==> config.mk <==
export PLATFORM = sky130hd
export DESIGN_NAME = fen_to_hex_nibble_encoder
export DESIGN_NICKNAME = d
export VERILOG_FILES = /design/src/rtl/fnhe_pkg.sv /design/src/rtl/fnhe_front.sv /design/src/rtl/fnhe_queue.sv /design/src/rtl/fnhe_back.sv /design/src/rtl/fen_to_hex_nibble_encoder.sv
export SDC_FILE = /design/constraint.sdc
export NUM_CORES = 1
export LEC_CHECK = 0
export BUFFER_PORTS_ARGS = -buffer_cell sky130_fd_sc_hd__buf_4
export CORE_MARGIN = 3
export CORE_UTILIZATION = 45
export CTS_CLUSTER_DIAMETER = 60
export CTS_CLUSTER_SIZE = 16
export DETAILED_ROUTE_END_ITERATION = 6
export PLACE_DENSITY_LB_ADDON = 0.05
export SYNTH_ARGS = -nofsm -noshare
export SYNTH_HDL_FRONTEND = slang
export SYNTH_SLANG_ARGS = --single-unit
==> constraint.sdc <==
create_clock -name clk -period 3.9 [get_ports clk]
set_input_delay 0.78 -clock clk [delete_from_list [all_inputs] [get_ports clk]]
set_output_delay 0.78 -clock clk [all_outputs]
set_load 0.03 [all_outputs]
==> src/rtl/fnhe_pkg.sv <==
`timescale 1ns / 1ps
// fnhe_pkg: shared types and constants for the position string to hex code encoder
// no dependencies; used by fnhe_front, fnhe_queue, fnhe_back and the top level

package fnhe_pkg;

	// default depth of the queue between front and back
	localparam int QUEUE_DEPTH_DEF = 2;

	// at most this many code characters come out of one input character
	localparam int MAX_RESULTS = 4;
	localparam int RES_IDX_W   = $clog2(MAX_RESULTS);
	localparam int RES_CNT_W   = $clog2(MAX_RESULTS + 1);

	localparam logic [7:0] CH_ZERO = 8'h30;  // ascii '0'
	localparam logic [7:0] CH_NUL  = 8'h00;  // end marker character

	// number of code characters one input character pushes
	localparam logic [1:0] PUSH_NONE = 2'd0;
	localparam logic [1:0] PUSH_ONE  = 2'd1;
	localparam logic [1:0] PUSH_TWO  = 2'd2;

	// one classified input character, as passed from front to back
	typedef struct packed {
		logic [7:0] c1;    // first pushed code character
		logic [7:0] c2;    // second pushed code character
		logic [1:0] n;     // how many of c1, c2 are pushed
		logic       last;  // final character of the string
	} entry_t;

endpackage

==> src/rtl/fnhe_front.sv <==
`timescale 1ns / 1ps
// fnhe_front: section tracking and character mapping of the input stream
// depends on fnhe_pkg

module fnhe_front (
	input  logic             clk,
	input  logic             arst_n,
	input  logic             push,
	input  logic [7:0]       in_char,
	input  logic             in_last,
	input  logic             q_full,
	output logic             full,
	output logic             q_wr,
	output fnhe_pkg::entry_t q_wdata
);

	typedef enum logic [3:0] {
		PH_BOARD = 4'b0001,
		PH_SIDE  = 4'b0010,
		PH_SKIP  = 4'b0100,
		PH_TAIL  = 4'b1000
	} phase_t;

	phase_t phase_q;
	phase_t phase_d;
	logic   accept;

	function automatic logic [7:0] board_map(input logic [7:0] c);
		logic [7:0] m;
		case (c)
			"1": m = "0";
			"2": m = "1";
			"3": m = "2";
			"p": m = "3";
			"n": m = "4";
			"b": m = "5";
			"r": m = "6";
			"q": m = "7";
			"k": m = "9";
			"P": m = "a";
			"N": m = "b";
			"B": m = "c";
			"R": m = "d";
			"Q": m = "e";
			"K": m = "f";
			default: m = "8";
		endcase
		return m;
	endfunction

	function automatic logic [7:0] tail_map(input logic [7:0] c);
		logic [7:0] m;
		if (c >= "a" && c <= "h") begin
			m = c - 8'h30;  // a..h to 1..8
		end else if (c >= "B" && c <= "G") begin
			m = "e";
		end else begin
			case (c)
				"-": m = "0";
				"K": m = "a";
				"Q": m = "b";
				"k": m = "c";
				"q": m = "d";
				" ": m = "9";
				default: m = c;
			endcase
		end
		return m;
	endfunction

	assign full   = q_full;
	assign accept = push && !q_full;

	always_comb begin
		logic [7:0] m;
		m = tail_map(in_char);
		phase_d      = phase_q;
		q_wdata.c1   = fnhe_pkg::CH_ZERO;
		q_wdata.c2   = fnhe_pkg::CH_ZERO;
		q_wdata.n    = fnhe_pkg::PUSH_NONE;
		q_wdata.last = in_last;
		case (phase_q)
			PH_BOARD: begin
				if (in_char == " ") begin
					phase_d = PH_SIDE;
					// a lone trailing space still gives the side digit
					if (in_last) begin
						q_wdata.n = fnhe_pkg::PUSH_ONE;
					end
				end else if (in_char != "/") begin
					q_wdata.c1 = board_map(in_char);
					q_wdata.n  = fnhe_pkg::PUSH_ONE;
					if (in_char >= "4" && in_char <= "8") begin
						q_wdata.c2 = in_char - 8'd4;
						q_wdata.n  = fnhe_pkg::PUSH_TWO;
					end
				end
			end
			PH_SIDE: begin
				q_wdata.c1 = (in_char == "b") ? "1" : "0";
				q_wdata.n  = fnhe_pkg::PUSH_ONE;
				phase_d    = PH_SKIP;
			end
			PH_SKIP: begin
				phase_d = PH_TAIL;
			end
			PH_TAIL: begin
				q_wdata.c1 = m;
				q_wdata.n  = fnhe_pkg::PUSH_ONE;
				if (m == "e") begin
					q_wdata.c2 = in_char - 8'h10;  // 'B'..'G' to '2'..'7'
					q_wdata.n  = fnhe_pkg::PUSH_TWO;
				end
			end
			default: begin
				phase_d = PH_BOARD;
			end
		endcase
		if (in_last) begin
			phase_d = PH_BOARD;
		end
	end

	// characters that push nothing and end nothing need no queue slot
	assign q_wr = accept && ((q_wdata.n != fnhe_pkg::PUSH_NONE) || in_last);

	always_ff @(posedge clk or negedge arst_n) begin
		if (!arst_n) begin
			phase_q <= PH_BOARD;
		end else if (accept) begin
			phase_q <= phase_d;
		end
	end

endmodule

==> src/rtl/fnhe_queue.sv <==
`timescale 1ns / 1ps
// fnhe_queue: small register queue of classified characters between front and back
// depends on fnhe_pkg

module fnhe_queue #(
	parameter int DEPTH = fnhe_pkg::QUEUE_DEPTH_DEF
) (
	input  logic             clk,
	input  logic             arst_n,
	input  logic             wr,
	input  fnhe_pkg::entry_t wdata,
	input  logic             rd,
	output fnhe_pkg::entry_t rdata,
	output logic             full,
	output logic             empty
);

	localparam int PTR_W = $clog2(DEPTH);
	localparam int CNT_W = $clog2(DEPTH + 1);

	fnhe_pkg::entry_t mem_q [DEPTH];
	logic [PTR_W-1:0] wr_ptr_q;
	logic [PTR_W-1:0] rd_ptr_q;
	logic [CNT_W-1:0] cnt_q;
	logic             do_wr;
	logic             do_rd;

	assign full  = (cnt_q == CNT_W'(DEPTH));
	assign empty = (cnt_q == '0);
	assign rdata = mem_q[rd_ptr_q];
	assign do_wr = wr && !full;
	assign do_rd = rd && !empty;

	always_ff @(posedge clk) begin
		if (do_wr) begin
			mem_q[wr_ptr_q] <= wdata;
		end
	end

	always_ff @(posedge clk or negedge arst_n) begin
		if (!arst_n) begin
			wr_ptr_q <= '0;
			rd_ptr_q <= '0;
			cnt_q    <= '0;
		end else begin
			if (do_wr) begin
				wr_ptr_q <= (wr_ptr_q == PTR_W'(DEPTH - 1)) ? '0 : wr_ptr_q + 1'b1;
			end
			if (do_rd) begin
				rd_ptr_q <= (rd_ptr_q == PTR_W'(DEPTH - 1)) ? '0 : rd_ptr_q + 1'b1;
			end
			if (do_wr && !do_rd) begin
				cnt_q <= cnt_q + 1'b1;
			end else if (do_rd && !do_wr) begin
				cnt_q <= cnt_q - 1'b1;
			end
		end
	end

endmodule

==> src/rtl/fnhe_back.sv <==
`timescale 1ns / 1ps
// fnhe_back: hold-back of the newest code character, odd-length fix-up and result drain
// depends on fnhe_pkg

module fnhe_back (
	input  logic             clk,
	input  logic             arst_n,
	input  fnhe_pkg::entry_t q_rdata,
	input  logic             q_empty,
	output logic             q_rd,
	input  logic             pop,
	output logic             empty,
	output logic [7:0]       out_char,
	output logic             out_last
);

	localparam int IW = fnhe_pkg::RES_IDX_W;
	localparam int CW = fnhe_pkg::RES_CNT_W;
	localparam int NR = fnhe_pkg::MAX_RESULTS;

	logic          held_valid_q;
	logic [7:0]    held_char_q;
	logic          odd_q;
	logic [7:0]    res_char_q [NR];
	logic          res_last_q [NR];
	logic [CW-1:0] res_cnt_q;
	logic [CW-1:0] res_idx_q;

	logic          h_d;
	logic [7:0]    hc_d;
	logic          o_d;
	logic [7:0]    lc [NR];
	logic          ll [NR];
	logic [CW-1:0] lcnt;
	logic          drain_end;

	// expand one queue entry into its list of results and the next hold state
	always_comb begin
		logic [CW-1:0] lprev;
		h_d  = held_valid_q;
		hc_d = held_char_q;
		o_d  = odd_q;
		lcnt = '0;
		for (int i = 0; i < NR; i++) begin
			lc[i] = fnhe_pkg::CH_NUL;
			ll[i] = 1'b0;
		end
		if (q_rdata.n != fnhe_pkg::PUSH_NONE) begin
			if (h_d) begin
				lc[lcnt[IW-1:0]] = hc_d;
				lcnt = lcnt + 1'b1;
			end
			hc_d = q_rdata.c1;
			h_d  = 1'b1;
			o_d  = ~o_d;
		end
		if (q_rdata.n == fnhe_pkg::PUSH_TWO) begin
			lc[lcnt[IW-1:0]] = hc_d;
			lcnt = lcnt + 1'b1;
			hc_d = q_rdata.c2;
			o_d  = ~o_d;
		end
		lprev = lcnt - 1'b1;
		if (q_rdata.last) begin
			if (o_d && h_d && hc_d == fnhe_pkg::CH_ZERO) begin
				// drop the trailing zero; the character before it becomes final
				if (lcnt != '0) begin
					ll[lprev[IW-1:0]] = 1'b1;
				end else begin
					lc[lcnt[IW-1:0]] = fnhe_pkg::CH_NUL;
					ll[lcnt[IW-1:0]] = 1'b1;
					lcnt = lcnt + 1'b1;
				end
			end else if (o_d && h_d) begin
				lc[lcnt[IW-1:0]] = hc_d;
				lcnt = lcnt + 1'b1;
				lc[lcnt[IW-1:0]] = fnhe_pkg::CH_ZERO;
				ll[lcnt[IW-1:0]] = 1'b1;
				lcnt = lcnt + 1'b1;
			end else if (h_d) begin
				lc[lcnt[IW-1:0]] = hc_d;
				ll[lcnt[IW-1:0]] = 1'b1;
				lcnt = lcnt + 1'b1;
			end else begin
				lc[lcnt[IW-1:0]] = fnhe_pkg::CH_NUL;
				ll[lcnt[IW-1:0]] = 1'b1;
				lcnt = lcnt + 1'b1;
			end
			h_d  = 1'b0;
			hc_d = fnhe_pkg::CH_NUL;
			o_d  = 1'b0;
		end
	end

	assign empty     = (res_idx_q == res_cnt_q);
	assign out_char  = res_char_q[res_idx_q[IW-1:0]];
	assign out_last  = res_last_q[res_idx_q[IW-1:0]];
	assign drain_end = pop && !empty && ((res_idx_q + 1'b1) == res_cnt_q);
	assign q_rd      = !q_empty && (empty || drain_end);

	always_ff @(posedge clk) begin
		if (q_rd) begin
			for (int i = 0; i < NR; i++) begin
				res_char_q[i] <= lc[i];
				res_last_q[i] <= ll[i];
			end
		end
	end

	always_ff @(posedge clk or negedge arst_n) begin
		if (!arst_n) begin
			held_valid_q <= 1'b0;
			held_char_q  <= '0;
			odd_q        <= 1'b0;
			res_cnt_q    <= '0;
			res_idx_q    <= '0;
		end else if (q_rd) begin
			held_valid_q <= h_d;
			held_char_q  <= hc_d;
			odd_q        <= o_d;
			res_cnt_q    <= lcnt;
			res_idx_q    <= '0;
		end else if (pop && !empty) begin
			res_idx_q <= res_idx_q + 1'b1;
		end
	end

endmodule

==> src/rtl/fen_to_hex_nibble_encoder.sv <==
`timescale 1ns / 1ps
// fen_to_hex_nibble_encoder: top level of the position string to hex code encoder
// depends on fnhe_pkg, fnhe_front, fnhe_queue, fnhe_back
//
// channel   direction  handshake          payload
// input     in         push / full        in_char[7:0], in_last
// result    out        pop / empty        out_char[7:0], out_last
//
// an input transaction is taken on any cycle the queue has room; the front maps it
// in the same cycle and writes at most one queue entry
// the back takes an entry when its result list drains and expands it into 0 to 4
// results, one result transaction per cycle while pop is held; the result port is
// the bottleneck, and the next entry is taken in the same cycle as the last result
// of the current one is popped
// reset clears the section state, the queue, the held character and the result list
// a stall on the result side fills the queue, then raises full; nothing is lost

module fen_to_hex_nibble_encoder #(
	parameter int QUEUE_DEPTH = fnhe_pkg::QUEUE_DEPTH_DEF
) (
	input  logic       clk,
	input  logic       arst_n,
	input  logic       push,
	output logic       full,
	input  logic [7:0] in_char,
	input  logic       in_last,
	input  logic       pop,
	output logic       empty,
	output logic [7:0] out_char,
	output logic       out_last
);

	// front to queue
	logic             q_wr;
	logic             q_full;
	fnhe_pkg::entry_t q_wdata;
	// queue to back
	logic             q_rd;
	logic             q_empty;
	fnhe_pkg::entry_t q_rdata;

	// section tracking and per-character mapping
	fnhe_front u_front (
		.clk     (clk),
		.arst_n  (arst_n),
		.push    (push),
		.in_char (in_char),
		.in_last (in_last),
		.q_full  (q_full),
		.full    (full),
		.q_wr    (q_wr),
		.q_wdata (q_wdata)
	);

	// decouples input acceptance from result draining
	fnhe_queue #(
		.DEPTH (QUEUE_DEPTH)
	) u_queue (
		.clk    (clk),
		.arst_n (arst_n),
		.wr     (q_wr),
		.wdata  (q_wdata),
		.rd     (q_rd),
		.rdata  (q_rdata),
		.full   (q_full),
		.empty  (q_empty)
	);

	// hold-back, parity fix-up and the result list
	fnhe_back u_back (
		.clk      (clk),
		.arst_n   (arst_n),
		.q_rdata  (q_rdata),
		.q_empty  (q_empty),
		.q_rd     (q_rd),
		.pop      (pop),
		.empty    (empty),
		.out_char (out_char),
		.out_last (out_last)
	);

`ifndef SYNTHESIS
	// the front never writes into a full queue
	assert property (@(posedge clk) disable iff (!arst_n) q_wr |-> !q_full)
		else $error("queue written while full");

	// an entry that pushes nothing only exists to close a string
	assert property (@(posedge clk) disable iff (!arst_n)
		(q_wr && q_wdata.n == fnhe_pkg::PUSH_NONE) |-> q_wdata.last)
		else $error("empty queue entry without end of string");

	// one character pushes at most two code characters
	assert property (@(posedge clk) disable iff (!arst_n)
		q_wr |-> (q_wdata.n == fnhe_pkg::PUSH_NONE || q_wdata.n == fnhe_pkg::PUSH_ONE ||
			q_wdata.n == fnhe_pkg::PUSH_TWO))
		else $error("bad push count in queue entry");
`endif

endmodule
==> results, run 1 <==
- For met3 alone, demand over resource in global routing was 3.87%.
- The count of endpoints failing hold in the final timing report is 0.
- In the synthesized netlist the async set-or-reset flop fraction comes to about 24%.
- The post-route fraction of the period consumed by the critical path is 86.1%.
- Once detail routing completed, the nets flagged for antenna violations numbered 0.
- The warning count from the yosys run is 0.
- The first global-routing pass estimated 24.7 mm of wire.
- The clock-pin slew of the registers on the worst-case setup and hold paths is ~70 ps.
- The worst setup path is launched from a primary input.
- By startpoint and endpoint, the worst setup path is classified as in2reg.
- TritonCTS built the clock tree.
- The via count of the first global-routing pass was around 4600.
- The total routed wirelength is ~15 mm.
- The floorplan step defined a die boundary enclosing approximately 15000 um2.
- The setup TNS after final layout is 0 ps.
- The number of clock buffers added by TritonCTS is 9.
- The flow ran to the end, and the final reports show no timing, DRC or antenna violations.
- The die outline width is roughly 120 um.
- CTS saw around 100 sinks.
- Sequential cells were found to cover 46.1% of the synthesized design area.
- The synthesis-stage register bit count is a little under 100.
- The fmax is 0.298 GHz.
- At the worst endpoint, the arrival time is 3640 ps.
- The maximum vdd drop is around 0.00054 V.
- The final count of negative-setup-slack endpoints is 0.
- After detailed placement, the design holds a cell count of ~760.
- The summed instance area of the synthesized netlist is about 6100 um2.
- Among all stages on the critical path, the largest delay is contributed by a221oi_1.
- The initial antenna violation count is 0.
- In this run the core area contains 42 standard-cell rows.
- The final cell count without fillers is 779.
- The signal on the critical path passes through buf_4 -> inv_1 -> ha_1 -> or3b_1 -> a221oi_1 -> o31ai_1 -> a21oi_1 -> nor3_1 -> o41a_1 -> ha_1 -> xor2_1 -> nor2_1 -> xor2_1.
- The number of nets in the layout is between 600 and 700.
- The root buffer cell chosen for the clock tree is clkbuf_16.
- Leaving out fill and tap cells, the most frequent cell in the layout is edfxtp_1.
- The average size of a mapped cell is ~10 um2.
- The HPWL after detailed placement is about 11 mm.
- The count of maximum capacitance violations is 0.
- The remaining global-route overflow is 0.
- Gates resized during post-CTS repair numbered 0.
- The element type at the critical path end is a register.
- For this run, global-route usage on met1 was measured as roughly 28%.
- The buffering stage count on the worst path with inverters included is 2.
- The DRC violation total after the first TritonRoute iteration is ~430.
- In this run the most used layer during global routing was met2.
- The post-CTS setup buffer count is 0.
- The final critical-path required period is ~3400 ps.
- The total core area is approximately 13000 um2.
- Setup repair after global routing left no endpoint under its margin.
- The required time reported for the critical path endpoint is around 4200 ps.
- The starting density of the core is 46.1%.
- The slew at the pin closest to its max-slew limit is between 800 and 900 ps.
- At the end of routability-driven placement, the weighted congestion stood at about 0.99.
- The share of final-layout standard cells stronger than drive strength 1 is about 16%.
- The number of nets in the synthesized netlist is 612.
- Leaving out fill and tap cells, the most frequent cells in the layout are 74 x edfxtp_1, 49 x nor2_1, 35 x buf_4.
- Using the TritonRoute via totals, the vias-per-cell ratio works out to 6.10.
- The post-detailed-route wirelength per cell is approximately 19 um.
- Global routing used between 30% and 40% of the available met2 tracks.
- The predominant post-synthesis flop cell is edfxtp_1.
- Synthesis handed over a netlist of 586 instances.
- The global router's overall resource usage is 21.2%.
- The number of library cell types mapped by synthesis is 97.
- The length of the first detailed-routing pass in iterations is 6.
- In this run the tool buffered the top-level ports with 23 buffer cells.
- The largest fanout on the critical path is 6.
- The clock tree buffer depth is 2.
- In this run the worst hold path is classified as in2async.
- Relative to the synthesized area, the layout overhead comes to 10.5%.
- Dividing total power by cell area gives a power density of roughly 860 nW/um2.
- The final-report max-slew violation count came to 0.
- The post-route clock skew is 11.5 ps.
- The cell family contributing the most delay on the critical path is compound AO/OA/AOI/OAI gates.
- The total number of vias is ~4800.
- Entering global routing, the biggest net connects 53 pins.
- After detailed routing, the number of remaining DRC violations is 0.
- The maximum single-stage delay on the critical path is between 500 and 600 ps.
- In this run the tightest slew margin relative to its limit is roughly two fifths.
- The count of hold buffers inserted by post-cts repair is 0.
- The H-tree depth is 3.
- The static leakage is between 2 and 3 nW.
- Clock latency on the worst-skew pair, taken at its later pin, is roughly 350 ps.
- The number of top-level pins is 24.
- The die is 123 um tall.
- Counting flops with a built-in enable in the synthesized netlist gives 74.
- The number of antenna diodes in the final layout is 0.
path summary, 6_finish.rpt:
path / cells past startpoint / slack (ps) / end / start
setup / recovery: 13 / 540 / u_queue.cnt_q[1]$_DFFE_PN0P_ / in_char[2]
hold / removal: 1 / 330 / u_front.phase_q[3]$_DFFE_PN0P_ / arst_n
setup reg to reg: 8 / 730 / u_back.res_char_q[1][6]$_DFFE_PP_ / u_queue.rd_ptr_q$_DFFE_PN0P_
hold reg to reg: 1 / 490 / u_queue.cnt_q[1]$_DFFE_PN0P_ / u_queue.cnt_q[1]$_DFFE_PN0P_
max in group asynchronous: 1 / 3280 / u_front.phase_q[0]$_DFFE_PN1P_ / arst_n
min in group clk: 1 / 490 / u_queue.cnt_q[1]$_DFFE_PN0P_ / u_queue.cnt_q[1]$_DFFE_PN0P_
metrics by stage:
stage | setup WS, ps | hold slack, ps | power [mW] | utilization (%) | cell area [um2]
finish | 541 | 327 | 5.83 | 50.9 | 6770
global route | 438 | 341 | 6.26 | 50.9 | 6770
CTS | 589 | 340 | 5.87 | 50.9 | 6770
detailed placement | 234 | 484 | 4.94 | 48.6 | 6460
global placement | 279 | 475 | 4.90 | 48.6 | 6460
floorplan | 297 | 448 | 4.16 | - | 6130
power breakdown:
part / internal [mW] / switching, mW
combinational: 1.05 / 1.89
clock: 0.559 / 0.366
sequential: 1.72 / 0.247
total: 3.33 / 2.50
kinds of logic (layout without fill, tap and decap cells):
kind of cell,count (synthesis),after routing,synth area share (%)
and+or+nand+nor,183,183,16.6
AOI/OAI and AO/OA,182,182,21.5
DFF,98,98,46.1
adders and majority gates,13,13,2.65
muxes,24,24,5.86
xor gates and xnor gates,15,15,2.27
buffers and inverters,71,88,5.02
worst reg2reg max path, delay by kind of cell, from the launching register on:
family,cells,cell delay [ps]
compound gates,5,1210
buf+inv,1,340
flops,1,720
simple gates,2,620
flip-flops by register name (all words and copies together) (netlist names):
register,cells
u_queue.wr_ptr_q,1
u_back.res_last_q,4
u_queue.rd_ptr_q,1
u_back.res_cnt_q,3
u_queue.mem_q,38
u_back.held_valid_q,1
u_back.odd_q,1
u_back.res_idx_q,3
u_back.held_char_q,8
u_back.res_char_q,32
u_front.phase_q,4
u_queue.cnt_q,2
synthesized netlist by cell type, drive strengths merged, types with 6 or more instances:
library cell / number / area [um2]
a211o: 7 / 61.3
a21o: 6 / 45.0
a21oi: 34 / 174
a31oi: 11 / 87.6
and2: 7 / 43.8
buf: 15 / 96.3
clkbuf: 20 / 76.3
dfrtp: 23 / 576
edfxtp: 74 / 2220
ha: 13 / 163
inv: 36 / 135
mux2i: 10 / 100
mux4: 9 / 203
nand2: 33 / 126
nand2b: 6 / 37.5
nand3: 18 / 90.1
nor2: 52 / 216
nor2b: 9 / 56.3
nor3: 11 / 60.1
o211ai: 8 / 83.8
o21a: 9 / 67.6
o21ai: 40 / 215
o22ai: 11 / 68.8
o311ai: 6 / 52.6
o31ai: 8 / 70.1
xor2: 10 / 95.1
routing by layer:
metal  vias up  wire length, um
li1       2268                -
met1      2315             6610
met2       142             7500
met3        25              612
met4         0              352
met5         -                0
cell type report:
class	count	area [um2]
tap	176	220
multi-input combinational	417	3000
inverter	36	135
sequential	98	2820
clock inverter	6	81.3
timing repair buffer	36	283
clock buffer	10	229
fill	1212	6530
No activity file was read; power rests on OpenSTA's default activity.
==> run 2, diff against run 1 <==
--- a/config.mk
+++ b/config.mk
@@ -7,7 +7,7 @@
 export LEC_CHECK = 0
 export BUFFER_PORTS_ARGS = -buffer_cell sky130_fd_sc_hd__buf_4
 export CORE_MARGIN = 3
-export CORE_UTILIZATION = 45
+export CORE_UTILIZATION = 38
 export CTS_CLUSTER_DIAMETER = 60
 export CTS_CLUSTER_SIZE = 16
 export DETAILED_ROUTE_END_ITERATION = 6
==> results, run 2 (synthesis gave the netlist of run 1 again) <==
- The final count of negative-setup-slack endpoints came to 0 (unchanged).
- Highest-count cells in the layout ignoring fill and taps: 74 x edfxtp_1, 49 x nor2_1, 35 x buf_4 (unchanged).
- The total number of vias came to 4600 (was 4750).
- The clock-pin slew of the registers on the worst-case setup and hold paths came to 70 ps (about the same).
- The worst slack on hold paths is 318 ps (was 327 ps).
- The largest net degree at the start of global routing came to 34 (was 53).
- The post-route clock skew was 10.8 ps (was 11.5 ps).
- The placement-stage cell area came to 6520 um2 (was 6460 um2).
- The type of the worst min-delay path is in2async (unchanged).
- The share of final-layout standard cells stronger than drive strength 1 is 16.6% (was 16.3%).
- The final-report max-slew violation count is 0 (unchanged).
- Result of the run: finished clean (unchanged).
- The fmax came to 0.308 GHz (was 0.298 GHz).
- The cell family contributing the most delay on the critical path was compound AO/OA/AOI/OAI gates (unchanged).
- The static leakage is 2.54 nW (was 2.55 nW).
- The remaining global-route overflow is 0 (unchanged).
- The critical-path cell with the highest stage delay is a221oi_1 (unchanged).
- The number of core rows is 45 (was 42).
- The wire length of the first global-routing pass is 25.5 mm (was 24.7 mm).
- The slew at the pin closest to its max-slew limit came to 861 ps (was 877 ps).
- The clock tree buffer depth was 2 (unchanged).
- The detail-routed via count per cell is 5.64 (was 6.10).
- The growth of design area from synthesis to finish was 11.2% (was 10.5%).
- Setup repair after global routing missed its margin: no (unchanged).
- The area of all placed cells without fillers came to 6820 um2 (was 6770 um2).
- The setup TNS after final layout is 0 ps (unchanged).
- The maximum single-stage delay on the critical path is 440 ps (was 510 ps).
- The TritonCTS clock tree is done (unchanged).
- The via count of the first global-routing pass is 4595 (was 4588).
- The final critical-path required period was 3250 ps (was 3360 ps).
- The initial antenna violation count is 0 (unchanged).
- The startpoint type of the worst setup path is a primary input (unchanged).
- Largest registers: u_queue.mem_q: 38 flops, u_back.res_char_q: 32 flops, u_back.held_char_q: 8 flops (unchanged).
- The final total power is 5.87 mW (was 5.83 mW).
- The total routed wirelength is 15.2 mm (was 15.1 mm).
- The number of input and output port buffers inserted was 23 (unchanged).
- The buffering stage count on the worst path with inverters included is 2 (unchanged).
- The final weighted congestion of routability-driven global placement was 0.954 (was 0.986).
- The global router's overall resource usage came to 18.0% (was 21.2%).
- The count of endpoints failing hold in the final timing report is 0 (unchanged).
- The DRC violation total after the first TritonRoute iteration was 473 (was 431).
- The clock sink count is 98 (unchanged).
- The die outline width is 133 um (was 123 um).
- The critical path data arrival time is 3530 ps (was 3640 ps).
- The post-CTS setup buffer count came to 0 (unchanged).
- The antenna cell count is 0 (unchanged).
- The post-route fraction of the period consumed by the critical path came to 83.2% (was 86.1%).
- The die area was 17700 um2 (was 15100 um2).
- The length of the first detailed-routing pass in iterations is 4 (was 6).
- The element type at the critical path end is a register (unchanged).
- The relative max-transition margin is 42.4% (was 41.3%).
- The number of instances in the placed design was 799 (was 763).
- The HPWL after detailed placement is 11.3 mm (about the same).
- The number of top-level pins is 24 (unchanged).
- The final cell count without fillers is 815 (was 779).
- The TritonCTS buffer count is 9 (unchanged).
- The total power divided by cell area is 861 nW/um2 (was 862 nW/um2).
- The height of the chip is 133 um (was 123 um).
- The required time reported for the critical path endpoint was 4180 ps (about the same).
- The clock latency reported for the late side of the worst-skew pair is 350 ps (about the same).
- The largest register by flop count is u_queue.mem_q (unchanged).
- The total core area is 15500 um2 (was 13300 um2).
- The final worst-path setup slack was 655 ps (was 541 ps).
- The post-cts repair resize count is 0 (unchanged).
- The cell seen most often among critical-path stages is ha_1.
- The starting density of the core was 39.6% (was 46.1%).
- The maximum vdd drop came to 0.000396 V (was 0.000544 V).
- The post-layout utilization of the core is 44.0% (was 50.9%).
- The remaining antenna violation count after routing is 0 (unchanged).
- The setup slack after placement was 311 ps (was 234 ps).
- The count of maximum capacitance violations is 0 (unchanged).
- The H-tree depth is 3 (unchanged).
- The count of hold buffers inserted by post-cts repair is 0 (unchanged).
- The class of the most critical setup path is in2reg (unchanged).
- The number of flip-flops in the largest register was 38 (unchanged).
- The post-detailed-route wirelength per cell is 18.7 um (was 19.4 um).
- The leading cell type in the layout, fill and taps excluded is edfxtp_1 (unchanged).
- The cell chosen for the clock root is clkbuf_16 (unchanged).
- The largest fanout on the critical path is 6 (unchanged).
- The DRC violations left was 0 (unchanged).
- Critical path cell sequence: buf_4 -> inv_1 -> ha_1 -> or3b_1 -> a221oi_1 -> o31ai_1 -> a21oi_1 -> nor3_1 -> o41a_1 -> ha_1 -> nor2_1 -> xor2_1 (was buf_4 -> inv_1 -> ha_1 -> or3b_1 -> a221oi_1 -> o31ai_1 -> a21oi_1 -> nor3_1 -> o41a_1 -> ha_1 -> xor2_1 -> nor2_1 -> xor2_1).
- The number of nets in the layout is 625 (was 624).
-- run 2: cell count changes in the layout (fill, tap and decap cells not counted), sizes merged --
cell      change
buf           +1
bufinv        -1
clkinv        -1
clkinvlp      +1
inv           +1
-- run 2: power breakdown --
group / switching (mW) / leakage, nW / internal (mW) / total [mW]
logic: 1.94 / 1.41 / 1.10 / 3.04
registers: 0.231 / 0.990 / 1.71 / 1.94
clock network: 0.387 / 0.141 / 0.499 / 0.886
-- run 2: final timing paths --
kind | startpoint | end | slack, ps | depth (start not counted)
min reg2reg | u_queue.wr_ptr_q$_DFFE_PN0P_ | u_queue.wr_ptr_q$_DFFE_PN0P_ | 490 | 1
max | in_char[2] | u_queue.cnt_q[1]$_DFFE_PN0P_ | 650 | 12
min | arst_n | u_front.phase_q[2]$_DFFE_PN0P_ | 320 | 1
max reg2reg | u_queue.mem_q[1][1]$_DFFE_PP_ | u_back.res_char_q[1][7]$_DFFE_PP_ | 740 | 8
min in group clk | u_queue.wr_ptr_q$_DFFE_PN0P_ | u_queue.wr_ptr_q$_DFFE_PN0P_ | 490 | 1
max in group asynchronous | arst_n | u_front.phase_q[0]$_DFFE_PN1P_ | 3290 | 1
-- run 2: per-layer routing --
| metal | share of wire [%] | track usage, % |
|---|---|---|
| met5 | 0 | 0 |
| met4 | 2.2 | 6.58 |
| met3 | 2.5 | 2.89 |
| met2 | 49 | 29.9 |
| met1 | 46 | 23.7 |
-- run 2: area by class of cell --
class | count | area, um2
multi-input combinational | 417 | 3000
timing repair buffer | 37 | 303
tap | 211 | 264
clock buffer | 10 | 229
sequential | 98 | 2820
fill | 1496 | 8670
inverter | 36 | 135
clock inverter | 6 | 65.1
